==> src/rtl/core/speed_clamped_motion_integrator_macros.svh <==
// Assertion macros for the motion integrator.
`ifndef SPEED_CLAMPED_MOTION_INTEGRATOR_MACROS_SVH
`define SPEED_CLAMPED_MOTION_INTEGRATOR_MACROS_SVH
`ifndef SYNTH
`define SCMI_ASSERT_IMPL(label, clk, rst_n, ante, cons) \
  label: assert property (@(posedge clk) disable iff (!rst_n) (ante) |-> (cons)) \
    else $error("assertion failed");
`define SCMI_ASSERT_NEXT(label, clk, rst_n, ante, cons) \
  label: assert property (@(posedge clk) disable iff (!rst_n) (ante) |=> (cons)) \
    else $error("assertion failed");
`else
`define SCMI_ASSERT_IMPL(label, clk, rst_n, ante, cons)
`define SCMI_ASSERT_NEXT(label, clk, rst_n, ante, cons)
`endif
`endif

==> src/rtl/core/scmi_pkg.sv <==
// Shared types and constants of the motion integrator.
`default_nettype none
package scmi_pkg;
  localparam int FRAC_BITS = 16;
  localparam int W = 32;

  typedef enum logic [1:0] {
    OP_TICK = 2'd0,
    OP_LOAD_POS = 2'd1,
    OP_LOAD_VEL = 2'd2,
    OP_NOP = 2'd3
  } op_t;

  // Commands from the controller to the datapath.
  typedef struct packed {
    logic capture;     // latch the request and apply loads
    logic square_x;    // square |vx| into the accumulator
    logic square_y;    // add |vy|^2 into the accumulator
    logic cmp_start;   // compute the limit square and compare
    logic sqrt_start;  // start the root over the accumulator
    logic sqrt_step;
    logic div_start;   // start dividing |vx|*lim by the magnitude
    logic div_step;
    logic div_take_x;  // store the x quotient, start the y divide
    logic div_take_y;
    logic integrate;
    logic result_load;
  } cmd_t;

  typedef struct packed {
    logic is_tick;
    logic do_clamp;
    logic sqrt_done;
    logic div_done;
  } status_t;
endpackage
`default_nettype wire

==> src/rtl/core/scmi_ctrl.sv <==
// Controller state machine sequencing the datapath for each request.
`default_nettype none
module scmi_ctrl
  import scmi_pkg::*;
(
  input  wire logic clk,
  input  wire logic rst_n,
  input  wire logic in_valid,
  output logic in_ready,
  output logic out_valid,
  input  wire logic out_ready,
  input  wire status_t sts,
  output cmd_t cmd
);
  typedef enum logic [12:0] {
    S_IDLE   = 13'b0000000000001,
    S_SQX    = 13'b0000000000010,
    S_SQY    = 13'b0000000000100,
    S_CMP    = 13'b0000000001000,
    S_ROOT0  = 13'b0000000010000,
    S_ROOT   = 13'b0000000100000,
    S_DIVX0  = 13'b0000001000000,
    S_DIVX   = 13'b0000010000000,
    S_DIVY   = 13'b0000100000000,
    S_INT    = 13'b0001000000000,
    S_SQX2   = 13'b0010000000000,
    S_FIN0   = 13'b0100000000000,
    S_FIN    = 13'b1000000000000
  } state_t;

  state_t state_r, state_nxt;
  logic out_valid_r, out_valid_nxt;
  logic root2_r, root2_nxt;

  assign in_ready = (state_r == S_IDLE) && (!out_valid_r || out_ready);
  assign out_valid = out_valid_r;

  always_comb begin
    state_nxt = state_r;
    out_valid_nxt = out_valid_r && !out_ready;
    root2_nxt = root2_r;
    cmd = '0;
    case (state_r)
      S_IDLE: begin
        if (in_valid && in_ready) begin
          cmd.capture = 1'b1;
          root2_nxt = 1'b0;
          state_nxt = S_SQX;
        end
      end
      S_SQX: begin
        cmd.square_x = 1'b1;
        state_nxt = S_SQY;
      end
      S_SQY: begin
        cmd.square_y = 1'b1;
        state_nxt = root2_r ? S_ROOT0 : S_CMP;
      end
      S_CMP: begin
        cmd.cmp_start = 1'b1;
        state_nxt = S_ROOT0;
      end
      S_ROOT0: begin
        cmd.sqrt_start = 1'b1;
        state_nxt = S_ROOT;
      end
      S_ROOT: begin
        cmd.sqrt_step = 1'b1;
        if (sts.sqrt_done) begin
          cmd.sqrt_step = 1'b0;
          if (root2_r) state_nxt = S_FIN;
          else if (!sts.is_tick) state_nxt = S_FIN;
          else if (sts.do_clamp) state_nxt = S_DIVX0;
          else state_nxt = S_INT;
        end
      end
      S_DIVX0: begin
        cmd.div_start = 1'b1;
        state_nxt = S_DIVX;
      end
      S_DIVX: begin
        cmd.div_step = 1'b1;
        if (sts.div_done) begin
          cmd.div_step = 1'b0;
          cmd.div_take_x = 1'b1;
          state_nxt = S_DIVY;
        end
      end
      S_DIVY: begin
        cmd.div_step = 1'b1;
        if (sts.div_done) begin
          cmd.div_step = 1'b0;
          cmd.div_take_y = 1'b1;
          state_nxt = S_INT;
        end
      end
      S_INT: begin
        cmd.integrate = 1'b1;
        root2_nxt = 1'b1;
        state_nxt = S_SQX2;
      end
      S_SQX2: begin
        // Velocity may have changed; recompute the reported magnitude.
        state_nxt = sts.do_clamp ? S_SQX : S_FIN0;
      end
      S_FIN0: state_nxt = S_FIN;
      S_FIN: begin
        cmd.result_load = 1'b1;
        out_valid_nxt = 1'b1;
        state_nxt = S_IDLE;
      end
      default: state_nxt = S_IDLE;
    endcase
  end

  always_ff @(posedge clk) begin
    if (!rst_n) begin
      state_r <= S_IDLE;
      out_valid_r <= 1'b0;
      root2_r <= 1'b0;
    end else begin
      state_r <= state_nxt;
      out_valid_r <= out_valid_nxt;
      root2_r <= root2_nxt;
    end
  end
endmodule
`default_nettype wire

==> config.mk <==
export PLATFORM = sky130hd
export DESIGN_NAME = scmi_ctrl
export DESIGN_NICKNAME = d
export VERILOG_FILES = /design/src/rtl/core/speed_clamped_motion_integrator_macros.svh /design/src/rtl/core/scmi_pkg.sv /design/src/rtl/core/scmi_ctrl.sv
export SDC_FILE = /design/constraint.sdc
export NUM_CORES = 1
export LEC_CHECK = 0
export ABC_AREA = 0
export BUFFER_PORTS_ARGS = -buffer_cell sky130_fd_sc_hd__buf_2
export CAP_MARGIN = 15
export CORE_UTILIZATION = 40
export DETAILED_ROUTE_END_ITERATION = 12
export PLACE_DENSITY = 0.63
export SYNTH_ARGS = -nofsm -noshare
export SYNTH_HDL_FRONTEND = slang
export SYNTH_SLANG_ARGS = --single-unit
==> constraint.sdc <==
create_clock -name clk -period 5.3 [get_ports clk]
set_clock_uncertainty 0.2 [all_clocks]
set_input_delay 1.06 -clock clk [delete_from_list [all_inputs] [get_ports clk]]
set_output_delay 1.06 -clock clk [all_outputs]
set_load 0.1 [all_outputs]
==> flow_summary.yaml <==
status:
  status: "finished clean"
timing:
  fin_crit_ns: 3.696
  grt_setup_unrepaired: "false"
  tightest_slew_ns: 0.6326
  finalHoldViolCount: 0
  fin_crit_sh_pct: 69.73
  setup_viol: 0
  fmaxAchievable_mhz: 270.6
  setup_ws_ns: 1.604
  setup_tns_ns: 0
  drv_slew: 0
  max_slew_margin_pct: 57.44
power:
  fin_total_pwr_w: 0.0002795
  peakVddDrop_v: 0.0002053
  clkPwrFrac_pct: 23.7
  p_int_w: 0.0001658
  power.density_nw_per_um2: 250.4
  p_sw_w: 0.0001137
  netSwitchingFraction_pct: 40.67
  p_comb_share_pct: 31.9
  p_leak_nw: 0.4959
  power_frac_seq_pct: 44.4
clock_network:
  clock_path_buffers: 2
  htree_levels: 1
  cts_buffers: 3
  clkTransAtPathRegs_ns: 0.09
  hold_buffers: 0
  cts_tree: "yes"
  cts_resized: 0
  root_buffer: "clkbuf_4"
  clock_sinks: 15
  insertion_delay_ns: 0.28
  post-cts-setup-buffers: 0
worst_setup_path:
  slowest_delay_ns: 0.56
  critPathCaptureType: "output pin"
  cp.buffers_inverters: 1
  worstPathRequired_ns: 4.04
  critical_path.max_fanout: 11
  cp-start-kind: "register"
  crit_type: "register to output pin"
  slowest_stage: "or4_4"
  cp_cell_sequence: "or4_4 -> nor2_1 -> nand2_1 -> nor3_2 -> buf_2"
  cp_data_arrival_time_ns: 2.44
  path_delay_family: "simple AND/OR/NAND/NOR gates"
yosys:
  yosysSeqAreaShare_pct: 30.50
  yosysUniqueCellTypes: 42
  netlist_area_um2: 984.7
  synth-seq-cells: 15
  syn_inst: 126
  synth_area_per_cell_um2: 7.815
  yosysWarningCount: 0
  synth.net_count: 134
layout:
  fin_area_um2: 1116
  fin_nets: 152
  area_growth_syn_to_layout_pct: 13.34
  fin_util_pct: 49.04
  fillers: 225
  num_antenna_cells: 0
  final_layout_size_suffix_gt1_share_pct: 22.38
floorplan:
  ioPinCount: 22
  fp.dieH_um: 51.62
  num_rows: 17
  die_x_um: 51.62
  dieArea_um2: 2664
  start_util_pct: 43.27
  core-area_um2: 2276
global_routing:
  grt_pass1_vias: 910
  grtUsageTotal_pct: 20.05
  grt_antenna_before_repair: 0
  grt.overflow.total: 0
  grt_first_pass_wirelength_mm: 4.071
  grt_max_degree: 15
drt:
  detail_route.first_pass.iterations: 4
  wl_per_cell_um: 13.65
  dr_total_vias: 1002
  dr.first_iter.drc_count: 14
  ant_nets: 0
  viasPerCell: 5.860
  drcViolationCount: 0
  wirelength_mm: 2.334
place:
  placed_area_um2: 1089
  dpl.hpwl_mm: 1.750
  finalWeightedCongestion: 0.9353
  portBuffers: 21
  dpl_worst_slack_ns: 1.931
run:
  max_cap_violations: 0
worst_hold_path:
  min_path_type: "register to register"
## cells by family after synthesis
logic type,Yosys count,synth area share (%)
simple gates,69,43.96
compound gates,22,14.10
flops,15,30.50
buf+inv,15,6.989
xor+xnor,5,4.448
## metrics by stage
stage,instances,hold slack (ns)
after floorplan,126,0.2742
after global placement,167,0.3156
after detailed placement,167,0.3161
after CTS,171,0.3322
after global routing,171,0.4013
final,171,0.3277
## routing by layer
metal / vias to the layer above / GRT usage (%) / routed length [um]
li1: 492 / - / -
met2: 31 / 33.33 / 1047
met1: 475 / 27.00 / 1144
met5: - / 0 / 0
met4: 0 / 6.757 / 33
met3: 4 / 1.754 / 108
## synth_stat cells, drive strengths merged
cell / number / area (um^2)
inv: 7 / 26.28
nor4: 7 / 65.06
nand2: 8 / 30.03
and4b: 4 / 41.29
and3b: 1 / 8.760
a21boi: 1 / 7.510
xor2: 3 / 26.28
and4: 1 / 8.760
or3: 1 / 6.260
a21oi: 2 / 10.01
nor3b: 1 / 7.510
xnor2: 2 / 17.52
and3: 4 / 25.02
o211ai: 1 / 7.510
nor4b: 4 / 35.03
a211oi: 2 / 15.01
clkbuf: 5 / 18.77
or4: 2 / 18.77
a31oi: 1 / 6.260
or4b: 1 / 10.01
dfxtp: 15 / 300.3
and2: 1 / 6.260
nor2b: 2 / 12.51
nand3b: 1 / 7.510
o21ai: 9 / 45.04
o21a: 3 / 22.52
nor3: 6 / 35.03
nand4: 4 / 25.02
nor2: 15 / 56.30
nand2b: 3 / 18.77
a32o: 1 / 10.01
a21o: 2 / 15.01
buf: 3 / 23.77
nand3: 3 / 15.01
## cell usage in the layout (no fill, tap or decap), types with 2 or more instances in the layout
| cell | count |
|---|---|
| nand2_1 | 8 |
| and3_1 | 4 |
| nand2b_1 | 3 |
| a21oi_1 | 2 |
| nor2_1 | 15 |
| buf_2 | 21 |
| nand3_1 | 3 |
| clkbuf_4 | 3 |
| nand4_1 | 4 |
| o21ai_0 | 8 |
| nor2b_1 | 2 |
| o21a_1 | 3 |
| xor2_1 | 3 |
| a21o_1 | 2 |
| nor4b_1 | 3 |
| nor3_1 | 5 |
| inv_1 | 7 |
| and4b_1 | 3 |
| xnor2_1 | 2 |
| a211oi_1 | 2 |
| dfxtp_1 | 15 |
| nor4_1 | 5 |
## final timing paths
| kind | start | endpoint | slack, ns | cells after the start |
|---|---|---|---|---|
| worst max-delay path | state_r[8]$_SDFFE_PN0P_ | cmd[3] | 1.60 | 5 |
| worst min-delay path | root2_r$_SDFFE_PN0P_ | root2_r$_SDFFE_PN0P_ | 0.33 | 2 |
| worst max register to register | state_r[4]$_SDFFE_PN0P_ | state_r[12]$_SDFFE_PN0P_ | 3.05 | 5 |
| worst min register to register | root2_r$_SDFFE_PN0P_ | root2_r$_SDFFE_PN0P_ | 0.33 | 2 |
## power by group through the flow
stage	Sequential (W)	Combinational (W)	Clock, W
2_1_floorplan	0.000122	0.0000747	0
3_3_place_gp	0.000127	0.0000885	0
3_5_place_dp	0.000127	0.0000886	0
4_1_cts	0.000124	0.0000891	0.0000668
5_1_grt	0.000125	0.0000965	0.0000739
6_report	0.000124	0.0000893	0.0000662
## sequential cells by signal, summed over array words and instances, names as in the netlist
| name | flops |
|---|---|
| out_valid | 1 |
| state_r | 13 |
| root2_r | 1 |
## tightest hold or removal path: stages (launching register included)
cell and delay, ns:
dfxtp_1 0.35, o21ai_0 0.07, a21boi_0 0.07
## final cells by class
class	count	area (um^2)	share of cell area [%]
Clock buffer	3	22.52	2.018
Timing Repair Buffer	21	105.1	9.417
Multi-Input combinational cell	96	621.8	55.72
Sequential cell	15	300.3	26.91
Tap cell	28	35.03	3.139
Inverter	7	26.28	2.354
Clock inverter	1	5.005	0.4484
Note: power is estimated with default switching activity, not from simulation.
